## src/rtl/core/sdis_pkg.sv

```systemverilog
// Shared types and constants for the SD init/erase command sequencer.
// No dependencies.
package sdis_pkg;

  localparam int PhaseWidth = 4;

  // Sequencer phases (the command that is pending)
  localparam logic [PhaseWidth-1:0] PH_IDLE   = 4'd0;
  localparam logic [PhaseWidth-1:0] PH_CMD0   = 4'd1;
  localparam logic [PhaseWidth-1:0] PH_CMD8   = 4'd2;
  localparam logic [PhaseWidth-1:0] PH_CMD55  = 4'd3;
  localparam logic [PhaseWidth-1:0] PH_ACMD41 = 4'd4;
  localparam logic [PhaseWidth-1:0] PH_CMD1   = 4'd5;
  localparam logic [PhaseWidth-1:0] PH_CMD2   = 4'd6;
  localparam logic [PhaseWidth-1:0] PH_CMD3   = 4'd7;
  localparam logic [PhaseWidth-1:0] PH_CMD9   = 4'd8;
  localparam logic [PhaseWidth-1:0] PH_CMD7   = 4'd9;
  localparam logic [PhaseWidth-1:0] PH_CMD32  = 4'd10;
  localparam logic [PhaseWidth-1:0] PH_CMD33  = 4'd11;
  localparam logic [PhaseWidth-1:0] PH_CMD38  = 4'd12;
  localparam logic [PhaseWidth-1:0] PH_CMD13  = 4'd13;

  // Request opcodes
  localparam logic [1:0] OP_INIT  = 2'd0;
  localparam logic [1:0] OP_ERASE = 2'd1;
  localparam logic [1:0] OP_EVENT = 2'd2;

  // Bus event kinds
  localparam logic [1:0] EV_SENT    = 2'd0;
  localparam logic [1:0] EV_RESP    = 2'd1;
  localparam logic [1:0] EV_CRCFAIL = 2'd2;
  localparam logic [1:0] EV_TIMEOUT = 2'd3;

  // Response types
  localparam logic [1:0] RSP_NONE  = 2'd0;
  localparam logic [1:0] RSP_SHORT = 2'd1;
  localparam logic [1:0] RSP_LONG  = 2'd2;

  // Result kinds
  localparam logic [1:0] RES_ISSUE = 2'd0;
  localparam logic [1:0] RES_OK    = 2'd1;
  localparam logic [1:0] RES_FAIL  = 2'd2;

  // Failure codes
  localparam logic [2:0] FAIL_NONE      = 3'd0;
  localparam logic [2:0] FAIL_CMD0      = 3'd1;
  localparam logic [2:0] FAIL_PATTERN   = 3'd2;
  localparam logic [2:0] FAIL_RETRIES   = 3'd3;
  localparam logic [2:0] FAIL_MMC       = 3'd4;

  // Card kinds
  localparam logic [1:0] CARD_UNKNOWN = 2'd0;
  localparam logic [1:0] CARD_SDSC    = 2'd1;
  localparam logic [1:0] CARD_SDHC    = 2'd2;

  // Command indexes
  localparam logic [5:0] CMD_GO_IDLE     = 6'd0;
  localparam logic [5:0] CMD_SEND_OP     = 6'd1;
  localparam logic [5:0] CMD_ALL_CID     = 6'd2;
  localparam logic [5:0] CMD_SEND_RCA    = 6'd3;
  localparam logic [5:0] CMD_SELECT      = 6'd7;
  localparam logic [5:0] CMD_IF_COND     = 6'd8;
  localparam logic [5:0] CMD_SEND_CSD    = 6'd9;
  localparam logic [5:0] CMD_STATUS      = 6'd13;
  localparam logic [5:0] CMD_ERASE_START = 6'd32;
  localparam logic [5:0] CMD_ERASE_END   = 6'd33;
  localparam logic [5:0] CMD_ERASE       = 6'd38;
  localparam logic [5:0] ACMD_SD_OP      = 6'd41;
  localparam logic [5:0] CMD_APP         = 6'd55;

  // Arguments and reset values
  localparam logic [31:0] CHECK_PATTERN = 32'h0000_01AA;
  localparam logic [31:0] ACMD41_ARG    = 32'h8010_0000 | 32'h4000_0000;
  localparam logic [31:0] CMD1_ARG      = 32'h80FF_8000;
  localparam logic [15:0] RETRY_LIMIT_RESET = 16'hFFFF;
  localparam int          OCR_BUSY_BIT  = 31;
  localparam int          OCR_CCS_BIT   = 30;
  localparam int          STATUS_READY_BIT = 8;

  typedef struct packed {
    logic [1:0]  kind;
    logic [5:0]  index;
    logic [31:0] argument;
    logic [1:0]  rsp;
    logic [1:0]  card_kind;
    logic [15:0] rel_addr;
    logic [2:0]  failure;
    logic [31:0] ocr;
  } result_t;

endpackage

```

## src/rtl/core/sd_card_init_erase_sequencer.sv

```systemverilog
// SD host command sequencer: card init (CMD0/8/55/41/1/2/3/9/7) and erase (CMD32/33/38/13).
// Depends on sdis_pkg.
// A result beat is registered: it lands in the output register, or in the skid while that is held.
// Throughput: one input beat per cycle while the skid is empty; the state step is a single registered transition.
// A two-deep output (result register plus skid) keeps input open while a result waits.
// Reset (rst, synchronous): phase idle, card state zero, retry limit 0xFFFF, output empty.
module sd_card_init_erase_sequencer
  import sdis_pkg::*;
(
  input  logic        clk,
  input  logic        rst,
  // configuration
  input  logic        cfg_write_enable,
  input  logic [15:0] cfg_write_data,
  // request / event channel
  input  logic        in_valid,
  output logic        in_stall,
  input  logic [1:0]  opcode,
  input  logic [1:0]  event_kind,
  input  logic [31:0] response_word,
  input  logic [31:0] first_sector,
  input  logic [31:0] last_sector,
  // result channel
  output logic        out_valid,
  input  logic        out_stall,
  output logic [1:0]  result_kind,
  output logic [5:0]  command_index,
  output logic [31:0] command_argument,
  output logic [1:0]  expected_response,
  output logic [1:0]  card_kind,
  output logic [15:0] relative_address,
  output logic [2:0]  failure_code,
  output logic [31:0] operating_conditions
);

  // Sequencer state
  logic [PhaseWidth-1:0] phase, phase_next;
  logic [15:0] retries_left, retries_left_next;
  logic [1:0]  card_kind_reg, card_kind_reg_next;
  logic [15:0] card_address_reg, card_address_reg_next;
  logic [31:0] ocr_reg, ocr_reg_next;
  logic [31:0] pending_last_sector, pending_last_sector_next;
  logic [15:0] retry_limit;

  // Output stage: result register and skid
  result_t out_data, skid_data;
  logic    skid_valid;

  // Step result
  result_t res;
  logic    res_valid;
  logic    in_accept, out_take;
  logic    got_resp;

  assign in_stall  = skid_valid;
  assign in_accept = in_valid & ~skid_valid;
  assign out_take  = out_valid & ~out_stall;
  assign got_resp  = (event_kind == EV_RESP) || (event_kind == EV_CRCFAIL);

  // One step of the sequencer. is_cmd, is_fin, c_* and f_code collect what the step emits;
  // the card fields of the result carry the updated register values.
  always_comb begin
    logic       is_cmd;
    logic       is_fin;
    logic [5:0]  c_idx;
    logic [31:0] c_arg;
    logic [1:0]  c_rsp;
    logic [2:0]  f_code;
    logic        do_repoll;
    logic [PhaseWidth-1:0] rp_phase;
    logic [5:0]  rp_idx;
    logic [31:0] rp_arg;

    phase_next               = phase;
    retries_left_next        = retries_left;
    card_kind_reg_next       = card_kind_reg;
    card_address_reg_next    = card_address_reg;
    ocr_reg_next             = ocr_reg;
    pending_last_sector_next = pending_last_sector;
    is_cmd    = 1'b0;
    is_fin    = 1'b0;
    c_idx     = CMD_GO_IDLE;
    c_arg     = '0;
    c_rsp     = RSP_NONE;
    f_code    = FAIL_NONE;
    do_repoll = 1'b0;
    rp_phase  = PH_CMD55;
    rp_idx    = CMD_APP;
    rp_arg    = '0;

    case (opcode)
      OP_INIT: begin
        card_kind_reg_next = CARD_UNKNOWN;
        retries_left_next  = '0;
        phase_next = PH_CMD0;
        is_cmd = 1'b1;
        c_idx  = CMD_GO_IDLE;
        c_rsp  = RSP_NONE;
      end
      OP_ERASE: begin
        pending_last_sector_next = last_sector;
        phase_next = PH_CMD32;
        is_cmd = 1'b1;
        c_idx  = CMD_ERASE_START;
        c_arg  = first_sector;
        c_rsp  = RSP_SHORT;
      end
      OP_EVENT: begin
        if (phase == PH_CMD0) begin
          if (event_kind == EV_SENT) begin
            phase_next = PH_CMD8;
            is_cmd = 1'b1;
            c_idx  = CMD_IF_COND;
            c_arg  = CHECK_PATTERN;
            c_rsp  = RSP_SHORT;
          end else if (event_kind == EV_TIMEOUT) begin
            is_fin = 1'b1;
            f_code = FAIL_CMD0;
          end
        end else if (phase != PH_IDLE && event_kind != EV_SENT) begin
          case (phase)
            PH_CMD8: begin
              retries_left_next = retry_limit;
              if (event_kind == EV_RESP) begin
                card_kind_reg_next = CARD_SDSC;
                if (response_word != CHECK_PATTERN) begin
                  is_fin = 1'b1;
                  f_code = FAIL_PATTERN;
                end else begin
                  phase_next = PH_CMD55;
                  is_cmd = 1'b1;
                  c_idx  = CMD_APP;
                  c_rsp  = RSP_SHORT;
                end
              end else begin
                phase_next = PH_CMD1;
                is_cmd = 1'b1;
                c_idx  = CMD_SEND_OP;
                c_arg  = CMD1_ARG;
                c_rsp  = RSP_SHORT;
              end
            end
            PH_CMD55: begin
              if (event_kind == EV_RESP) begin
                phase_next = PH_ACMD41;
                is_cmd = 1'b1;
                c_idx  = ACMD_SD_OP;
                c_arg  = ACMD41_ARG;
                c_rsp  = RSP_SHORT;
              end else begin
                do_repoll = 1'b1;
              end
            end
            PH_ACMD41: begin
              if (got_resp) begin
                ocr_reg_next = response_word;
              end
              if (got_resp && response_word[OCR_BUSY_BIT]) begin
                card_kind_reg_next = response_word[OCR_CCS_BIT] ? CARD_SDHC : CARD_SDSC;
                phase_next = PH_CMD2;
                is_cmd = 1'b1;
                c_idx  = CMD_ALL_CID;
                c_rsp  = RSP_LONG;
              end else begin
                do_repoll = 1'b1;
              end
            end
            PH_CMD1: begin
              if (event_kind != EV_RESP) begin
                is_fin = 1'b1;
                f_code = FAIL_RETRIES;
              end else if (response_word[OCR_BUSY_BIT]) begin
                is_fin = 1'b1;
                f_code = FAIL_MMC;
              end else begin
                do_repoll = 1'b1;
                rp_phase  = PH_CMD1;
                rp_idx    = CMD_SEND_OP;
                rp_arg    = CMD1_ARG;
              end
            end
            PH_CMD2: begin
              phase_next = PH_CMD3;
              is_cmd = 1'b1;
              c_idx  = CMD_SEND_RCA;
              c_rsp  = RSP_SHORT;
            end
            PH_CMD3: begin
              if (got_resp) begin
                card_address_reg_next = response_word[31:16];
              end
              phase_next = PH_CMD9;
              is_cmd = 1'b1;
              c_idx  = CMD_SEND_CSD;
              c_arg  = {card_address_reg_next, 16'h0000};
              c_rsp  = RSP_LONG;
            end
            PH_CMD9: begin
              phase_next = PH_CMD7;
              is_cmd = 1'b1;
              c_idx  = CMD_SELECT;
              c_arg  = {card_address_reg, 16'h0000};
              c_rsp  = RSP_SHORT;
            end
            PH_CMD7: begin
              is_fin = 1'b1;
            end
            PH_CMD32: begin
              phase_next = PH_CMD33;
              is_cmd = 1'b1;
              c_idx  = CMD_ERASE_END;
              c_arg  = pending_last_sector;
              c_rsp  = RSP_SHORT;
            end
            PH_CMD33: begin
              phase_next = PH_CMD38;
              is_cmd = 1'b1;
              c_idx  = CMD_ERASE;
              c_rsp  = RSP_SHORT;
            end
            PH_CMD38: begin
              phase_next = PH_CMD13;
              is_cmd = 1'b1;
              c_idx  = CMD_STATUS;
              c_arg  = {card_address_reg, 16'h0000};
              c_rsp  = RSP_SHORT;
            end
            PH_CMD13: begin
              if (got_resp && response_word[STATUS_READY_BIT]) begin
                is_fin = 1'b1;
              end else begin
                phase_next = PH_CMD13;
                is_cmd = 1'b1;
                c_idx  = CMD_STATUS;
                c_arg  = {card_address_reg, 16'h0000};
                c_rsp  = RSP_SHORT;
              end
            end
            default: begin
              phase_next = PH_IDLE;
            end
          endcase
        end
      end
      default: begin
        // unused opcode: no effect
      end
    endcase

    // Poll again while retries remain, else power-up fails
    if (do_repoll) begin
      if (retries_left == '0) begin
        is_fin = 1'b1;
        f_code = FAIL_RETRIES;
      end else begin
        retries_left_next = retries_left - 16'd1;
        phase_next = rp_phase;
        is_cmd = 1'b1;
        c_idx  = rp_idx;
        c_arg  = rp_arg;
        c_rsp  = RSP_SHORT;
      end
    end

    if (is_fin) begin
      phase_next = PH_IDLE;
    end

    res_valid     = is_cmd | is_fin;
    res.kind      = is_cmd ? RES_ISSUE : ((f_code != FAIL_NONE) ? RES_FAIL : RES_OK);
    res.index     = is_cmd ? c_idx : CMD_GO_IDLE;
    res.argument  = is_cmd ? c_arg : '0;
    res.rsp       = is_cmd ? c_rsp : RSP_NONE;
    res.card_kind = card_kind_reg_next;
    res.rel_addr  = card_address_reg_next;
    res.failure   = is_cmd ? FAIL_NONE : f_code;
    res.ocr       = ocr_reg_next;
  end

  // Config register and sequencer state
  always_ff @(posedge clk) begin
    if (rst) begin
      retry_limit         <= RETRY_LIMIT_RESET;
      phase               <= PH_IDLE;
      retries_left        <= '0;
      card_kind_reg       <= CARD_UNKNOWN;
      card_address_reg    <= '0;
      ocr_reg             <= '0;
      pending_last_sector <= '0;
    end else begin
      if (cfg_write_enable) begin
        retry_limit <= cfg_write_data;
      end
      if (in_accept) begin
        phase               <= phase_next;
        retries_left        <= retries_left_next;
        card_kind_reg       <= card_kind_reg_next;
        card_address_reg    <= card_address_reg_next;
        ocr_reg             <= ocr_reg_next;
        pending_last_sector <= pending_last_sector_next;
      end
    end
  end

  // Output register with skid. Input is open only while the skid is empty,
  // so a new result lands in the output register when it frees up, else in the skid.
  always_ff @(posedge clk) begin
    if (rst) begin
      out_valid  <= 1'b0;
      skid_valid <= 1'b0;
    end else if (skid_valid) begin
      if (out_take) begin
        out_valid  <= 1'b1;
        skid_valid <= 1'b0;
      end
    end else if (!out_valid || out_take) begin
      out_valid <= in_accept & res_valid;
    end else if (in_accept && res_valid) begin
      skid_valid <= 1'b1;
    end
  end

  always_ff @(posedge clk) begin
    if (skid_valid) begin
      if (out_take) begin
        out_data <= skid_data;
      end
    end else if (!out_valid || out_take) begin
      out_data <= res;
    end else begin
      skid_data <= res;
    end
  end

  assign result_kind          = out_data.kind;
  assign command_index        = out_data.index;
  assign command_argument     = out_data.argument;
  assign expected_response    = out_data.rsp;
  assign card_kind            = out_data.card_kind;
  assign relative_address     = out_data.rel_addr;
  assign failure_code         = out_data.failure;
  assign operating_conditions = out_data.ocr;

endmodule

```

## config.mk

```make
export PLATFORM = sky130hd
export DESIGN_NAME = sd_card_init_erase_sequencer
export DESIGN_NICKNAME = d
export VERILOG_FILES = /design/src/rtl/core/sdis_pkg.sv /design/src/rtl/core/sd_card_init_erase_sequencer.sv
export SDC_FILE = /design/constraint.sdc
export NUM_CORES = 1
export LEC_CHECK = 0
export ABC_AREA = 0
export BUFFER_PORTS_ARGS = -buffer_cell sky130_fd_sc_hd__buf_2
export CAP_MARGIN = 0
export CORE_ASPECT_RATIO = 2
export CORE_MARGIN = 2
export CORE_UTILIZATION = 31
export CTS_CLUSTER_DIAMETER = 200
export DETAILED_ROUTE_END_ITERATION = 8
export PLACE_DENSITY_LB_ADDON = 0.08
export SLEW_MARGIN = 10
export SYNTH_ARGS = -nofsm -noshare
export SYNTH_HDL_FRONTEND = slang
export SYNTH_SLANG_ARGS = --single-unit
export TNS_END_PERCENT = 100
```

## constraint.sdc

```tcl
create_clock -name clk -period 8.3 [get_ports clk]
set_clock_uncertainty 0.1 [all_clocks]
set_input_delay 0.83 -clock clk [delete_from_list [all_inputs] [get_ports clk]]
set_output_delay 0.83 -clock clk [all_outputs]
set_load 0.02 [all_outputs]
```

==> flow_summary_export.csv <==
group,metric,value,unit
global_routing,gr-usage-met2,0.306,
final_layout,largest_register_ffs,95,
yosys,avgSynthCellArea,10.6,sq um
drt,first_pass_iters,5,
sta,setup_viol,0,
power_and_ir_drop,peakVddDrop,0.144,mV
global_routing,grt_usage,0.184,
global_routing,grt_max_degree,72,
sta,rsz0062_at_grt,"false",
final_layout,nets,1685,
cts,cts-resized-gates,0,
final_layout,fill_cells,4830,
drt,ant_nets,0,
final_layout,final_cells,2211,
worst_hold_path,hp-start,"pending_last_sector[11]$_SDFFE_PP0P_",
yosys,yosysWarnings,0,
cts,cts_tree,"yes",
final_layout,drive_gt1_frac,0.266,
floorplan,die_h,313,um
floorplan,start_util,0.313,
run,maxCapViolations,0,
global_routing,grt-busiest-layer,"met2",
sta,report.final.slew_viol_count,0,
sta,fin_crit,4580,ps
place,hpwl,31400,um
yosys,ys_types,95,
floorplan,ios,218,
cts,cts_buffers,30,
global_routing,met3_usage,0.0293,
drt,vias_per_cell,5.19,
floorplan,fp.dieArea,49500,sq um
cts,path_clk_slew,60,ps
drt,drc,0,
critical_path,crit_path_start_kind,"input port",
drt,wirelength,46400,um
final_layout,multi_input_area,6170,sq um
cts,clkLatencyLatePin,600,ps
cts,root_buffer,"clkbuf_16",
cts,cts_hold_buffers,0,
floorplan,die_w,158,um
yosys,ys_seq_elements,310,
floorplan,rows,113,
sta,tns,0,ps
critical_path,cpMaxStageDelayCell,"nand3_2",
global_routing,grt_pass1_vias,11300,
drt,drt_iter0_drc,654,
critical_path,critPathTopFamily,"simple AND/OR/NAND/NOR gates",
cts,clock_sink_count,310,
yosys,syn-cell-area,14800,sq um
status,status,"finished clean",
power_and_ir_drop,p_leak,6.68,nW
worst_hold_path,hold_class,"reg2reg",
yosys,synth_ff_type,"edfxtp_1",
critical_path,cp.required,8490,ps
critical_path,worstPathMaxFanout,48,
global_routing,gr-usage-met1,0.250,
final_layout,top_register,"skid_data",
critical_path,slowest_delay,920,ps
sta,max-slew-margin-rel,0.228,
critical_path,critPathCaptureType,"register",
place,dpl.cell_count,2155,
sta,clock.fmax,0.218,GHz
yosys,async_flop_share,0,
critical_path,cp.arrival,4770,ps
yosys,synth_nets,1526,
power_and_ir_drop,p_per_area,201,nW/um^2
drt,wl_per_cell,21.0,um
sta,fin_crit_sh,0.552,
yosys,ys_seq_area_frac,0.549,
floorplan,coreArea,47200,sq um
final_layout,n_antenna_cell,0,
critical_path,cp_num_buf_inv,2,
cts,cts_htree_levels,1,
global_routing,grt_pass1_wl,69900,um
global_routing,antenna_found_initial,2,
yosys,synth_edf_count,190,
place,gp_congestion,0.847,
global_routing,grt-ovfl-total,0,
final_layout,syn2layout_area_growth,17.2,%
place,io_buffer_count,217,
cts,postCtsSetupBuffers,0,
critical_path,r2r-start,"phase[2]$_SDFFE_PP0P_",
drt,num_vias,11500,
yosys,syn_inst,1396,
critical_path,crit_start,"event_kind[1]",
sta,tightest_slew,1160,ps
cts,clock_path_buffers,3,
critical_path,worstSetupPathType,"in2reg",
sta,finalHoldViolCount,0,
critical_path,crit_chain,"buf_2 -> inv_1 -> ha_1 -> or4bb_1 -> a21oi_1 -> o21a_1 -> nand2_2 -> nand3_2 -> o31ai_1",
final_layout,seq_area,8110,sq um
## cells by family after synthesis
| logic type | count (synthesis) | share of synthesized area |
|---|---|---|
| AO/OA/AOI/OAI | 304 | 0.147 |
| multiplexers | 115 | 0.0867 |
| buffers and inverters | 121 | 0.0362 |
| adder cells (fa/ha/maj) | 9 | 0.00762 |
| AND/OR/NAND/NOR | 535 | 0.173 |
| flip-flops | 310 | 0.549 |
| XOR/XNOR | 2 | 0.00119 |
## cell type report
class | count | area share
Clock buffer | 43 | 0.0473
Clock inverter | 13 | 0.00961
Inverter | 15 | 0.00325
Multi-Input combinational cell | 965 | 0.356
Sequential cell | 310 | 0.468
Tap cell | 632 | 0.0457
Timing Repair Buffer | 233 | 0.0698
## worst paths after layout
kind | end | slack (ps) | depth (start not counted)
setup / recovery | command_argument[8]$_DFFE_PP_ | 3720 | 9
hold / removal | pending_last_sector[11]$_SDFFE_PP0P_ | 350 | 2
setup reg to reg | command_argument[8]$_DFFE_PP_ | 4230 | 7
hold reg to reg | pending_last_sector[11]$_SDFFE_PP0P_ | 350 | 2
## per-layer routing
layer  up-vias  part of all wire  wire length, um
met3        54             0.061             2830
met2       333              0.48            22400
met5         -           0.00045               21
met4         4             0.020              926
li1       5460                 -                -
met1      5624              0.44            20300
## power breakdown
group	switching, mW	internal (mW)	leakage (nW)
logic	0.237	0.129	3.15
clock network	0.614	0.783	0.468
registers	0.0308	1.69	3.07
## cell usage after synthesis, types with 10 or more instances
| cell | n | area (sq um) |
|---|---|---|
| a211o_1 | 17 | 149 |
| a21oi_1 | 86 | 430 |
| a22oi_1 | 25 | 188 |
| and3_1 | 12 | 75.1 |
| buf_2 | 21 | 105 |
| buf_4 | 10 | 75.1 |
| clkbuf_1 | 70 | 263 |
| dfxtp_1 | 120 | 2400 |
| edfxtp_1 | 190 | 5710 |
| inv_1 | 14 | 52.6 |
| mux2_2 | 103 | 1160 |
| mux2i_1 | 11 | 110 |
| nand2_1 | 160 | 601 |
| nand2b_1 | 11 | 68.8 |
| nand3_1 | 21 | 105 |
| nor2_1 | 174 | 653 |
| nor2b_1 | 25 | 156 |
| nor3_1 | 64 | 320 |
| o21ai_0 | 36 | 180 |
| o31ai_1 | 30 | 225 |
## placed cells by master (no fill, tap or decap), drive strengths merged, types with 7 or more instances in the layout
master / n
nor2b: 25
a22oi: 25
a211o: 17
and3: 12
nand2b: 13
edfxtp: 190
clkinv: 7
or3: 8
nor2: 175
o21ai: 41
a311oi: 9
a21oi: 88
buf: 233
a311o: 7
clkbuf: 43
mux2i: 11
nor3: 66
mux2: 104
nand3: 22
o31ai: 31
nand2: 164
nand4: 7
and2: 9
nor4: 11
inv: 15
a221o: 7
a211oi: 10
dfxtp: 120
ha: 9
## through the flow
step                 util  setup WS [ps]  hold WS (ps)  power, mW  cell area (sq um)
floorplan               -           1910           331       1.99              14800
global placement    0.346           3250           343       2.12              16300
detailed placement  0.346           3150           346       2.13              16300
CTS                 0.367           3760           324       3.55              17300
global route        0.367           3490           340       3.64              17300
finish              0.367           3720           354       3.49              17300
## worst reg2reg max path, cell delays in order, from the launching register on
cell and delay [ps]:
dfxtp_1 310, buf_4 350, or4bb_1 440, a21oi_1 230, o21a_1 740, nand2_2 510
nand3_2 930, o31ai_1 190
No activity file was read; power rests on OpenSTA's default activity.
